### config.mk
export PLATFORM = sky130hd
export DESIGN_NAME = packet_subframe_table
export DESIGN_NICKNAME = d
export VERILOG_FILES = /design/src/sv/pst_pkg.sv /design/src/sv/pst_ctrl.sv /design/src/sv/pst_dp.sv /design/src/sv/packet_subframe_table.sv
export SDC_FILE = /design/constraint.sdc
export NUM_CORES = 2
export LEC_CHECK = 0
export BUFFER_PORTS_ARGS = -buffer_cell sky130_fd_sc_hd__buf_2
export CAP_MARGIN = 20
export CORE_MARGIN = 2
export CORE_UTILIZATION = 55
export CTS_BUF_LIST = sky130_fd_sc_hd__clkbuf_4
export CTS_CLUSTER_SIZE = 24
export DETAILED_ROUTE_END_ITERATION = 7
export PLACE_DENSITY = 0.83
export SLEW_MARGIN = 25
export SYNTH_ARGS = -nofsm -noshare
export SYNTH_HDL_FRONTEND = slang
export SYNTH_SLANG_ARGS = --single-unit
### constraint.sdc
create_clock -name clk -period 14.7 [get_ports clk]
set_input_delay 2.205 -clock clk [delete_from_list [all_inputs] [get_ports clk]]
set_output_delay 2.205 -clock clk [all_outputs]
set_load 0.05 [all_outputs]
### src/sv/pst_pkg.sv
// ----------------------------------------------------------------------------
// pst_pkg
// Shared types and constants for the subframe descriptor table.
// ----------------------------------------------------------------------------
package pst_pkg;

  localparam int DATA_CAPACITY_DEF = 1024;
  localparam int MAX_ENTRIES_DEF   = 15;

  // action codes
  localparam logic [2:0] ACT_RESTART = 3'd0;
  localparam logic [2:0] ACT_APPEND  = 3'd1;
  localparam logic [2:0] ACT_FIND    = 3'd2;
  localparam logic [2:0] ACT_SETLEN  = 3'd3;
  localparam logic [2:0] ACT_REMOVE  = 3'd4;

  // status codes
  localparam logic [1:0] ST_OK        = 2'd0;
  localparam logic [1:0] ST_NOT_FOUND = 2'd1;
  localparam logic [1:0] ST_NO_SPACE  = 2'd2;
  localparam logic [1:0] ST_FULL      = 2'd3;

  typedef enum logic [1:0] {
    S_IDLE,
    S_SCAN,
    S_EXEC
  } ctl_state_t;

  // controller -> datapath
  typedef struct packed {
    logic load;   // latch a new item, rewind the table walk
    logic step;   // advance the walk by one entry
    logic exec;   // apply the action, register the result
  } cmd_t;

  // datapath -> controller
  typedef struct packed {
    logic done;   // walk finished (hit, miss, or action needs no walk)
  } sts_t;

endpackage

### src/sv/pst_ctrl.sv
// ----------------------------------------------------------------------------
// pst_ctrl
// Sequencer: load an item, walk the table until the datapath reports done,
// then apply the action for one cycle.
// ----------------------------------------------------------------------------
module pst_ctrl (
  input  logic              clk,
  input  logic              rst_n,
  input  logic              start,
  output logic              busy,
  output pst_pkg::cmd_t     cmd,
  input  pst_pkg::sts_t     sts
);

  pst_pkg::ctl_state_t state_r, state_nxt;

  always_ff @(posedge clk) begin
    if (!rst_n) begin
      state_r <= pst_pkg::S_IDLE;
    end else begin
      state_r <= state_nxt;
    end
  end

  always_comb begin
    state_nxt = state_r;
    cmd       = '0;
    busy      = (state_r != pst_pkg::S_IDLE);
    unique case (state_r)
      pst_pkg::S_IDLE: begin
        if (start) begin
          cmd.load  = 1'b1;
          state_nxt = pst_pkg::S_SCAN;
        end
      end
      pst_pkg::S_SCAN: begin
        if (sts.done) begin
          state_nxt = pst_pkg::S_EXEC;
        end else begin
          cmd.step = 1'b1;
        end
      end
      pst_pkg::S_EXEC: begin
        cmd.exec  = 1'b1;
        state_nxt = pst_pkg::S_IDLE;
      end
      default: begin
        state_nxt = pst_pkg::S_IDLE;
      end
    endcase
  end

  a_exec_then_idle: assert property (@(posedge clk) disable iff (!rst_n)
    state_r == pst_pkg::S_EXEC |=> state_r == pst_pkg::S_IDLE)
    else $error("exec not followed by idle");

  a_step_not_done: assert property (@(posedge clk) disable iff (!rst_n)
    cmd.step |-> !sts.done)
    else $error("walk advanced after it finished");

endmodule

### src/sv/pst_dp.sv
// ----------------------------------------------------------------------------
// pst_dp
// Descriptor table, entry count, used bytes, table walk and result registers.
// ----------------------------------------------------------------------------
module pst_dp #(
  parameter int DATA_CAPACITY = pst_pkg::DATA_CAPACITY_DEF,
  parameter int MAX_ENTRIES   = pst_pkg::MAX_ENTRIES_DEF
) (
  input  logic              clk,
  input  logic              rst_n,
  input  pst_pkg::cmd_t     cmd,
  output pst_pkg::sts_t     sts,
  input  logic [2:0]        in_action,
  input  logic [7:0]        in_sub_type,
  input  logic [7:0]        in_occurrence,
  input  logic [10:0]       in_sub_length,
  output logic              out_valid,
  output logic [1:0]        out_status,
  output logic [11:0]       out_byte_offset,
  output logic [10:0]       out_found_length,
  output logic [3:0]        out_entry_count,
  output logic [11:0]       out_packet_size
);

  localparam int          IDX_W = (MAX_ENTRIES > 1) ? $clog2(MAX_ENTRIES) : 1;
  localparam logic [11:0] CAP   = 12'(DATA_CAPACITY);
  localparam logic [3:0]  MAXC  = 4'(MAX_ENTRIES);

  function automatic logic [11:0] pkt_offset(input logic [3:0] cnt,
                                             input logic [11:0] pos);
    pkt_offset = 12'd12 + {6'd0, cnt, 2'b00} + pos;
  endfunction

  // latched item
  logic [2:0]  action_r;
  logic [7:0]  type_r;
  logic [7:0]  left_r, left_nxt;
  logic [10:0] len_r;

  // walk and state
  logic [3:0]  scan_idx_r, scan_idx_nxt;
  logic [3:0]  count_r, count_nxt;
  logic [11:0] used_r, used_nxt;

  // table
  logic [7:0]  typ_r [MAX_ENTRIES];
  logic [11:0] pos_r [MAX_ENTRIES];
  logic [10:0] ent_len_r [MAX_ENTRIES];
  logic [7:0]  typ_nxt [MAX_ENTRIES];
  logic [11:0] pos_nxt [MAX_ENTRIES];
  logic [10:0] ent_len_nxt [MAX_ENTRIES];

  // results
  logic        out_valid_r;
  logic [1:0]  status_r, status_nxt;
  logic [11:0] offset_r, offset_nxt;
  logic [10:0] flen_r, flen_nxt;
  logic [3:0]  ocount_r;
  logic [11:0] psize_r;

  logic [IDX_W-1:0] idx;
  logic        is_search, cur_valid, match, hit, miss;
  logic [11:0] space, alloc, freed;
  logic [11:0] hit_pos;
  logic [10:0] hit_len;
  logic        no_space, full;
  logic        do_append, do_setlen, do_remove;

  // ---------------------------------------------------------------- walk
  assign idx       = scan_idx_r[IDX_W-1:0];
  assign is_search = (action_r == pst_pkg::ACT_FIND) || (action_r == pst_pkg::ACT_SETLEN) ||
                     (action_r == pst_pkg::ACT_REMOVE);
  assign cur_valid = (scan_idx_r < count_r);
  assign match     = cur_valid && (typ_r[idx] == type_r);
  assign hit       = is_search && match && (left_r == 8'd1);
  assign miss      = !cur_valid || (left_r == 8'd0);
  assign sts.done  = !is_search || hit || miss;

  always_comb begin
    scan_idx_nxt = scan_idx_r;
    left_nxt     = left_r;
    if (cmd.load) begin
      scan_idx_nxt = 4'd0;
      left_nxt     = in_occurrence;
    end else if (cmd.step) begin
      scan_idx_nxt = scan_idx_r + 4'd1;
      if (match) begin
        left_nxt = left_r - 8'd1;
      end
    end
  end

  // ---------------------------------------------------------------- action
  assign hit_pos  = pos_r[idx];
  assign hit_len  = ent_len_r[idx];
  assign space    = (used_r > CAP) ? 12'd0 : (CAP - used_r);
  assign alloc    = ({1'b0, len_r} + 12'd3) & 12'hFFC;
  assign freed    = ({1'b0, hit_len} + 12'd3) & 12'h7FC;
  assign no_space = ({1'b0, len_r} > space);
  assign full     = (count_r >= MAXC);

  assign do_append = cmd.exec && (action_r == pst_pkg::ACT_APPEND) && !no_space && !full;
  assign do_setlen = cmd.exec && (action_r == pst_pkg::ACT_SETLEN) && hit;
  assign do_remove = cmd.exec && (action_r == pst_pkg::ACT_REMOVE) && hit;

  always_comb begin
    status_nxt = pst_pkg::ST_OK;
    offset_nxt = 12'd0;
    flen_nxt   = 11'd0;
    count_nxt  = count_r;
    used_nxt   = used_r;
    unique case (action_r)
      pst_pkg::ACT_RESTART: begin
        count_nxt = 4'd0;
        used_nxt  = 12'd0;
      end
      pst_pkg::ACT_APPEND: begin
        if (no_space) begin
          status_nxt = pst_pkg::ST_NO_SPACE;
        end else if (full) begin
          status_nxt = pst_pkg::ST_FULL;
        end else begin
          count_nxt  = count_r + 4'd1;
          offset_nxt = pkt_offset(count_r + 4'd1, used_r);
          flen_nxt   = len_r;
          used_nxt   = used_r + alloc;
        end
      end
      pst_pkg::ACT_FIND, pst_pkg::ACT_SETLEN, pst_pkg::ACT_REMOVE: begin
        if (!hit) begin
          status_nxt = pst_pkg::ST_NOT_FOUND;
        end else if (action_r == pst_pkg::ACT_FIND) begin
          offset_nxt = pkt_offset(count_r, hit_pos);
          flen_nxt   = hit_len;
        end else if (action_r == pst_pkg::ACT_SETLEN) begin
          offset_nxt = pkt_offset(count_r, hit_pos);
          flen_nxt   = len_r;
        end else begin
          flen_nxt  = hit_len;
          count_nxt = count_r - 4'd1;
          used_nxt  = used_r - freed;
        end
      end
      default: begin
        // unused codes leave everything as is
      end
    endcase
  end

  // per-entry update: append write, length rewrite, compaction on remove
  always_comb begin
    int          nb;
    logic [11:0] src_pos;
    for (int j = 0; j < MAX_ENTRIES; j++) begin
      nb             = (j + 1 < MAX_ENTRIES) ? j + 1 : j;
      typ_nxt[j]     = typ_r[j];
      pos_nxt[j]     = pos_r[j];
      ent_len_nxt[j] = ent_len_r[j];
      src_pos        = pos_r[j];
      if (do_append && (4'(j) == count_r)) begin
        typ_nxt[j]     = type_r;
        pos_nxt[j]     = used_r;
        ent_len_nxt[j] = len_r;
      end
      if (do_setlen && (4'(j) == scan_idx_r)) begin
        ent_len_nxt[j] = len_r;
      end
      if (do_remove) begin
        if ((4'(j) >= scan_idx_r) && (4'(j + 1) < count_r)) begin
          typ_nxt[j]     = typ_r[nb];
          ent_len_nxt[j] = ent_len_r[nb];
          src_pos        = pos_r[nb];
        end
        pos_nxt[j] = (src_pos > hit_pos) ? (src_pos - freed) : src_pos;
      end
    end
  end

  // ---------------------------------------------------------------- registers
  always_ff @(posedge clk) begin
    if (!rst_n) begin
      scan_idx_r  <= 4'd0;
      count_r     <= 4'd0;
      used_r      <= 12'd0;
      out_valid_r <= 1'b0;
    end else begin
      scan_idx_r  <= scan_idx_nxt;
      out_valid_r <= cmd.exec;
      if (cmd.exec) begin
        count_r <= count_nxt;
        used_r  <= used_nxt;
      end
    end
  end

  always_ff @(posedge clk) begin
    left_r <= left_nxt;
    if (cmd.load) begin
      action_r <= in_action;
      type_r   <= in_sub_type;
      len_r    <= in_sub_length;
    end
    if (cmd.exec) begin
      status_r <= status_nxt;
      offset_r <= offset_nxt;
      flen_r   <= flen_nxt;
      ocount_r <= count_nxt;
      psize_r  <= pkt_offset(count_nxt, used_nxt);
    end
    for (int j = 0; j < MAX_ENTRIES; j++) begin
      typ_r[j]     <= typ_nxt[j];
      pos_r[j]     <= pos_nxt[j];
      ent_len_r[j] <= ent_len_nxt[j];
    end
  end

  assign out_valid        = out_valid_r;
  assign out_status       = status_r;
  assign out_byte_offset  = offset_r;
  assign out_found_length = flen_r;
  assign out_entry_count  = ocount_r;
  assign out_packet_size  = psize_r;

  a_exec_strobe: assert property (@(posedge clk) disable iff (!rst_n)
    cmd.exec |=> out_valid_r && out_entry_count == count_r)
    else $error("result not presented after exec");

  a_walk_bound: assert property (@(posedge clk) disable iff (!rst_n)
    scan_idx_r <= count_r)
    else $error("table walk ran past the entry count");

  a_remove_count: assert property (@(posedge clk) disable iff (!rst_n)
    do_remove |=> count_r == $past(count_r) - 4'd1)
    else $error("remove did not drop the entry count");

endmodule

### src/sv/packet_subframe_table.sv
// ----------------------------------------------------------------------------
// packet_subframe_table
// Subframe descriptor table: restart, append, find, set length and remove.
// ----------------------------------------------------------------------------
// Sequence: a transfer on start loads the item, S_SCAN walks k table entries
//   (0 for restart, append and unused codes; up to entry_count for find, set
//   length and remove: 0..15), then S_EXEC applies the action and registers
//   out_valid. Busy stays high from S_SCAN to S_EXEC, so a new item is taken
//   only after the last one is applied; the walk visits one entry per cycle.
// Reset: synchronous rst_n clears entry count and used bytes; table contents
//   are not cleared. Results are never stalled by the receiver.
// ----------------------------------------------------------------------------
module packet_subframe_table #(
  parameter int DATA_CAPACITY = pst_pkg::DATA_CAPACITY_DEF,
  parameter int MAX_ENTRIES   = pst_pkg::MAX_ENTRIES_DEF
) (
  input  logic        clk,
  input  logic        rst_n,
  input  logic        start,
  output logic        busy,
  input  logic [2:0]  in_action,
  input  logic [7:0]  in_sub_type,
  input  logic [7:0]  in_occurrence,
  input  logic [10:0] in_sub_length,
  output logic        out_valid,
  output logic [1:0]  out_status,
  output logic [11:0] out_byte_offset,
  output logic [10:0] out_found_length,
  output logic [3:0]  out_entry_count,
  output logic [11:0] out_packet_size
);

  pst_pkg::cmd_t cmd;
  pst_pkg::sts_t sts;

  pst_ctrl u_ctrl (
    .clk   (clk),
    .rst_n (rst_n),
    .start (start),
    .busy  (busy),
    .cmd   (cmd),
    .sts   (sts)
  );

  pst_dp #(
    .DATA_CAPACITY (DATA_CAPACITY),
    .MAX_ENTRIES   (MAX_ENTRIES)
  ) u_dp (
    .clk              (clk),
    .rst_n            (rst_n),
    .cmd              (cmd),
    .sts              (sts),
    .in_action        (in_action),
    .in_sub_type      (in_sub_type),
    .in_occurrence    (in_occurrence),
    .in_sub_length    (in_sub_length),
    .out_valid        (out_valid),
    .out_status       (out_status),
    .out_byte_offset  (out_byte_offset),
    .out_found_length (out_found_length),
    .out_entry_count  (out_entry_count),
    .out_packet_size  (out_packet_size)
  );

endmodule

Yosys cells after proc, flatten, opt, wreduce, memory -nomap -nowiden
Memory sizes are Yosys's and may differ from the RTL's. A register that Yosys moved wholly into a read port is not among the register bits.
Cells that the tools add are included.
{"block": "op_classes", "n_lt_le_gt_ge": 49, "n_eq_ne": 38, "reduce_logical": 76, "n_mux": 225, "add_sub_neg": 30, "n_bitwise": 1}
{"operator": "$mux W12", "n": 85}
{"operator": "$mux W11", "n": 65}
{"operator": "$mux W8", "n": 48}
{"operator": "$sub A12 B11 Y12", "n": 16}
{"operator": "$gt A12 B12 Y1", "n": 15}
{"operator": "$eq A4 B4 Y1 const A", "n": 14}
{"operator": "$logic_and A1 B1 Y1", "n": 55}
{"operator": "$add A12 B12 Y12", "n": 4}
{"operator": "$mux W4", "n": 11}
{"operator": "$pmux W12 S3", "n": 1}
{"operator": "$eq A3 B4 Y1 const A", "n": 8}
{"operator": "$lt A4 B4 Y1 const A", "n": 8}
{"operator": "$ge A4 B4 Y1 const A", "n": 7}
{"operator": "$pmux W12 S2", "n": 1}
{"operator": "$pmux W11 S2", "n": 1}
{"operator": "$add A4 B6 Y7 const A", "n": 3}
{"operator": "$eq A2 B4 Y1 const A", "n": 4}
{"operator": "$ge A3 B4 Y1 const A", "n": 4}
{"operator": "$lt A3 B4 Y1 const A", "n": 4}
{"operator": "$add A11 B2 Y12 const B", "n": 1}
{"operator": "$gt A11 B12 Y1", "n": 1}
{"operator": "$gt A12 B11 Y1 const B", "n": 1}
{"operator": "$pmux W4 S3", "n": 1}
{"operator": "$sub A11 B12 Y12 const A", "n": 1}
{"operator": "other kinds (33)", "n": 60}
{"block": "totals", "inputBits": 33, "regBits": 94, "output_inout_bits": 43, "elab_cells": 436, "mem_bits_rw": 465, "memories": 3}
{"name": "u_dp.pos_r", "depth": 15, "width": 12, "rd": 16, "rd_ports_with_merged_regs": 1, "write_ports": 15, "line_no": "pst_dp.sv:47", "text": "logic [11:0] pos_r [MAX_ENTRIES];"}
{"name": "u_dp.ent_len_r", "depth": 15, "width": 11, "rd": 16, "rd_ports_with_merged_regs": 1, "write_ports": 15, "line_no": "pst_dp.sv:48", "text": "logic [10:0] ent_len_r [MAX_ENTRIES];"}
{"name": "u_dp.typ_r", "depth": 15, "width": 8, "rd": 16, "rd_ports_with_merged_regs": 1, "write_ports": 15, "line_no": "pst_dp.sv:46", "text": "logic [7:0] typ_r [MAX_ENTRIES];"}

Logic depth before layout (Yosys ltp)
{"block": "depth", "depth_word": 11, "mapped_depth": 28, "mapped_depth_nobuf": 27}

Modules after synthesis
From an unflattened synthesis, not the netlist that was laid out.
{"block": "unflattened", "cells_unflattened": 4290, "hier_area_um2": 41004.3}
{"mod": "pst_dp", "area_each_um2": 40898.0, "instances": 1, "cells_per_inst": 4278, "seq_area_each_um2": 13933.4}
{"mod": "pst_ctrl", "area_each_um2": 106.4, "instances": 1, "cells_per_inst": 12, "seq_area_each_um2": 40.0}

Worst setup path after synthesis
Ideal clock, no wire load.
{"block": "synth_path", "path_type": "register to register", "from": "register (tool-made name)", "to": "register u_dp.psize_r[11] (netlist: u_dp.out_packet_size[11]), data pin", "stages_incl_launch_ff": 22, "arrival_time_ps": 7102, "setup_ps": 260, "n_path_buf": 6, "slack_ps": 7337, "path_cell_list": "dfxtp_1 buf_2 buf_4 buf_2 buf_4 buf_2 buf_2 mux4_2 mux4_2 xnor2_1 inv_1 fa_1 a21o_1 a21oi_1 o21bai_1 a21oi_1 o21ai_0 xor2_1 mux2_2 a221oi_1 nor3b_1 xnor2_1"}
{"element": "to (signal assigned)", "line_no": "pst_dp.sv:208", "text": "psize_r <= pkt_offset(count_nxt, used_nxt);"}
{"element": "to (decl)", "line_no": "pst_dp.sv:59", "text": "logic [11:0] psize_r;"}

==> results.yml <==
status:
  status: "finished clean"
worst_hold_path:
  holdPathStages: 2
  hold_path_class: "flop to flop"
global_routing:
  grt_usage_pct: 32.7
  grt_pass1_vias: 34600
  grt_start_max_net_pins: 79
  grt_pass1_wl_um: 195000
  grt_overflow_total: 0
  antenna_found_initial: 6
worst_setup_path:
  r2r_setup_slack_ns: 7.51
  worstSetupStartpointType: "flop"
  worstPathMaxFanout: 21
  setup.worst_path.end_class: "flop"
  r2r_cells: 17
  criticalPathCategory: "flop to flop"
  crit_arrival_ns: 7.87
  crit_required_ns: 15.39
floorplan:
  io_pins: 76
  dieHeight_um: 276
  fp-row-count: 99
  initial_core_util_pct: 55.7
  die_area_um2: 76400
  die_w_um: 276
  core-area_um2: 73200
place:
  dp_hpwl_um: 87600
  port-buffer-count: 75
  gp_congestion: 0.998
  place_inst: 5124
  placedInstanceArea_um2: 42000
power_and_ir_drop:
  p_comb_share_pct: 22.7
  switchingPower_mw: 1.34
  leakage_nw: 19.0
  pwr-share-clk_pct: 36.2
  p_per_area_nw_per_um2: 94.2
  switching_share_pct: 32.3
  power.share.sequential_pct: 41.1
  intPower_mw: 2.81
  irDropWorstVdd_v: 0.0000610
  total_power_mw: 4.15
layout:
  design_area_um2: 44100
  drive_above_1_share_pct: 16.1
  finalNonFillerCells: 5409
  area_growth_pct: 8.08
  final.fill_count: 5924
  fin_nets: 4751
synthesis:
  async_flop_share_pct: 0
  synth-edff-count: 270
  synth.avg_cell_area_um2: 9.57
  seq_area_frac_synth_pct: 34.2
  ys_ff_latch: 563
  syn-instance-count: 4263
  synth_area_um2: 40800
  syn_nets: 4689
  synth_ff_type: "dfxtp_1"
  ys_types: 77
  yosys_warnings: 0
sta:
  final_hold_viol_count: 0
  setup_viol: 0
  holdWs_ns: 0.451
  max_freq_mhz: 139
  setup-tns-final_ns: 0
  clock_skew_ns: 0.108
  tightest_slew_ns: 1.12
  fin_crit_ns: 7.19
  relSlewSlack_pct: 25.2
  slew_viol_final: 0
  fin_crit_sh_pct: 48.9
  rsz0062_at_grt: "no"
drt:
  drtAntennaViolNets: 0
  first_pass_iters: 7
  drc: 0
  wl_per_cell_um: 23.7
  routed_wl_um: 128000
  num_vias: 35600
  dr.first_iter.drc_count: 4396
  vias_per_cell: 6.58
clock_tree:
  cts_max_path_buffers: 3
  clk_pin_slew_ns: 0.08
  worstSkewPairLatency_ns: 1.12
  clock-sinks: 563
  cts_setup_buffers: 0
  cts_tree: "built"
  holdBufCountCts: 0
  cts-root-buf: "clkbuf_4"
  cts_buffers: 158
  cts_resized: 0
  h-tree-depth: 4
job:
  drv_cap: 0
[path summary, 6_finish.rpt]
| kind | endpoint | startpoint |
|---|---|---|
| min | u_dp.ent_len_r[11][10]$_DFF_P_ | u_dp.ent_len_r[12][10]$_DFF_P_ |
| max | u_dp.pos_r[3][4]$_DFFE_PP_ | u_dp.used_r[0]$_SDFFE_PN0P_ |
| max reg2reg | u_dp.pos_r[3][4]$_DFFE_PP_ | u_dp.used_r[0]$_SDFFE_PN0P_ |
| min reg2reg | u_dp.ent_len_r[11][10]$_DFF_P_ | u_dp.ent_len_r[12][10]$_DFF_P_ |
[per-layer routing]
| metal | part of all wire [%] | wire, um | track usage [%] |
|---|---|---|---|
| met1 | 38 | 49100 | 42.4 |
| met2 | 43 | 54700 | 49.0 |
| met3 | 13 | 17000 | 9.15 |
| met4 | 5.5 | 7090 | 19.1 |
| met5 | 0.030 | 38 | 0 |
[sequential cells by signal, summed over array words and instances, names as in the netlist, named ones only]
name,count
u_dp.out_valid,1
u_dp.out_byte_offset,12
u_dp.len_r,11
u_dp.action_r,3
u_dp.used_r,12
u_dp.count_r,4
u_dp.out_status,2
u_dp.out_entry_count,4
u_dp.left_r,8
u_dp.ent_len_r,165
u_dp.out_found_length,11
u_dp.out_packet_size,12
u_dp.idx,4
u_ctrl.state_r,2
u_dp.type_r,8
u_dp.typ_r,120
u_dp.pos_r,180
[cells in the mapped netlist (13+ instances only)]
master,count,share of area [%]
xnor2_1,106,2.3
mux2_2,133,3.7
nand4_1,53,0.81
a221o_1,13,0.32
nand2_1,258,2.4
a21boi_0,30,0.55
edfxtp_1,270,20
o21a_1,15,0.28
o22ai_1,18,0.28
buf_4,20,0.37
a21o_1,132,2.4
and3_1,27,0.41
fa_1,20,0.98
mux2i_1,339,8.3
buf_2,73,0.90
o21ai_0,349,4.3
inv_1,154,1.4
xor2_1,41,0.88
nor3_1,40,0.49
nand3_1,28,0.34
ha_1,373,11
a21oi_1,492,6.0
nor2b_1,62,0.95
nor2_1,432,4.0
nand2b_1,43,0.66
dfxtp_1,293,14
clkbuf_1,150,1.4
mux4_2,113,6.2
[through the flow]
step / utilization, % / worst slack, ns
2_1_floorplan: - / 7.34
3_3_place_gp: 57.4 / 7.76
3_5_place_dp: 57.4 / 7.69
4_1_cts: 60.2 / 7.64
5_1_grt: 60.2 / 6.96
6_report: 60.2 / 7.51
[worst max-delay path: stages, from the launching register on]
cell,delay (ns)
dfxtp_1,0.35
inv_1,0.16
ha_1,0.26
nor4b_1,0.25
nand2_1,0.13
nor4_1,0.32
o21bai_1,0.38
nand2_1,0.13
ha_1,0.31
nor2b_1,0.14
o211ai_1,0.17
a21oi_1,0.09
a2111oi_0,0.71
or3_1,0.34
nand3_1,0.72
nor2_1,0.55
nand3_1,0.87
nand2_1,0.89
[layout make-up]
class | count | area, um2 | area share, %
Multi-Input combinational cell | 3287 | 25300 | 57.3
Sequential cell | 563 | 14000 | 31.7
Clock buffer | 228 | 1710 | 3.88
Tap cell | 959 | 1200 | 2.72
Timing Repair Buffer | 160 | 1010 | 2.30
Inverter | 155 | 582 | 1.32
Clock inverter | 49 | 312 | 0.706
Antenna cell | 8 | 20.0 | 0.0454
[kinds of logic (layout without fill, tap and decap cells)]
| kind of cell | after synthesis | in the layout | synth area share [%] |
|---|---|---|---|
| XOR/XNOR | 147 | 147 | 3.16 |
| other | 0 | 8 | 0 |
| flip-flops | 563 | 563 | 34.2 |
| buffers and inverters | 413 | 592 | 4.26 |
| AO/OA/AOI/OAI | 1165 | 1165 | 16.6 |
| adder cells (fa/ha/maj) | 393 | 393 | 12.4 |
| AND/OR/NAND/NOR | 995 | 995 | 11.0 |
| multiplexers | 587 | 587 | 18.3 |
[layout by cell type (no fill, tap or decap), types with 75 or more instances in the layout]
cell type	n
ha_1	373
a21o_1	132
clkbuf_4	228
edfxtp_1	270
buf_2	75
mux2_2	133
inv_1	153
a21oi_1	492
mux4_2	113
buf_4	85
nand2_1	256
mux2i_1	339
dfxtp_1	290
xnor2_1	101
nor2_1	426
o21ai_0	345
[power by group through the flow]
stage               Sequential, mW  Clock, mW  Combinational (mW)
CTS                           1.71       1.51               0.916
global route                  1.71       1.59                1.03
detailed placement            1.74          0               0.907
global placement              1.74          0               0.875
floorplan                     1.73          0               0.672
finish                        1.71       1.50               0.944
Power figures use the tool's default switching activity.
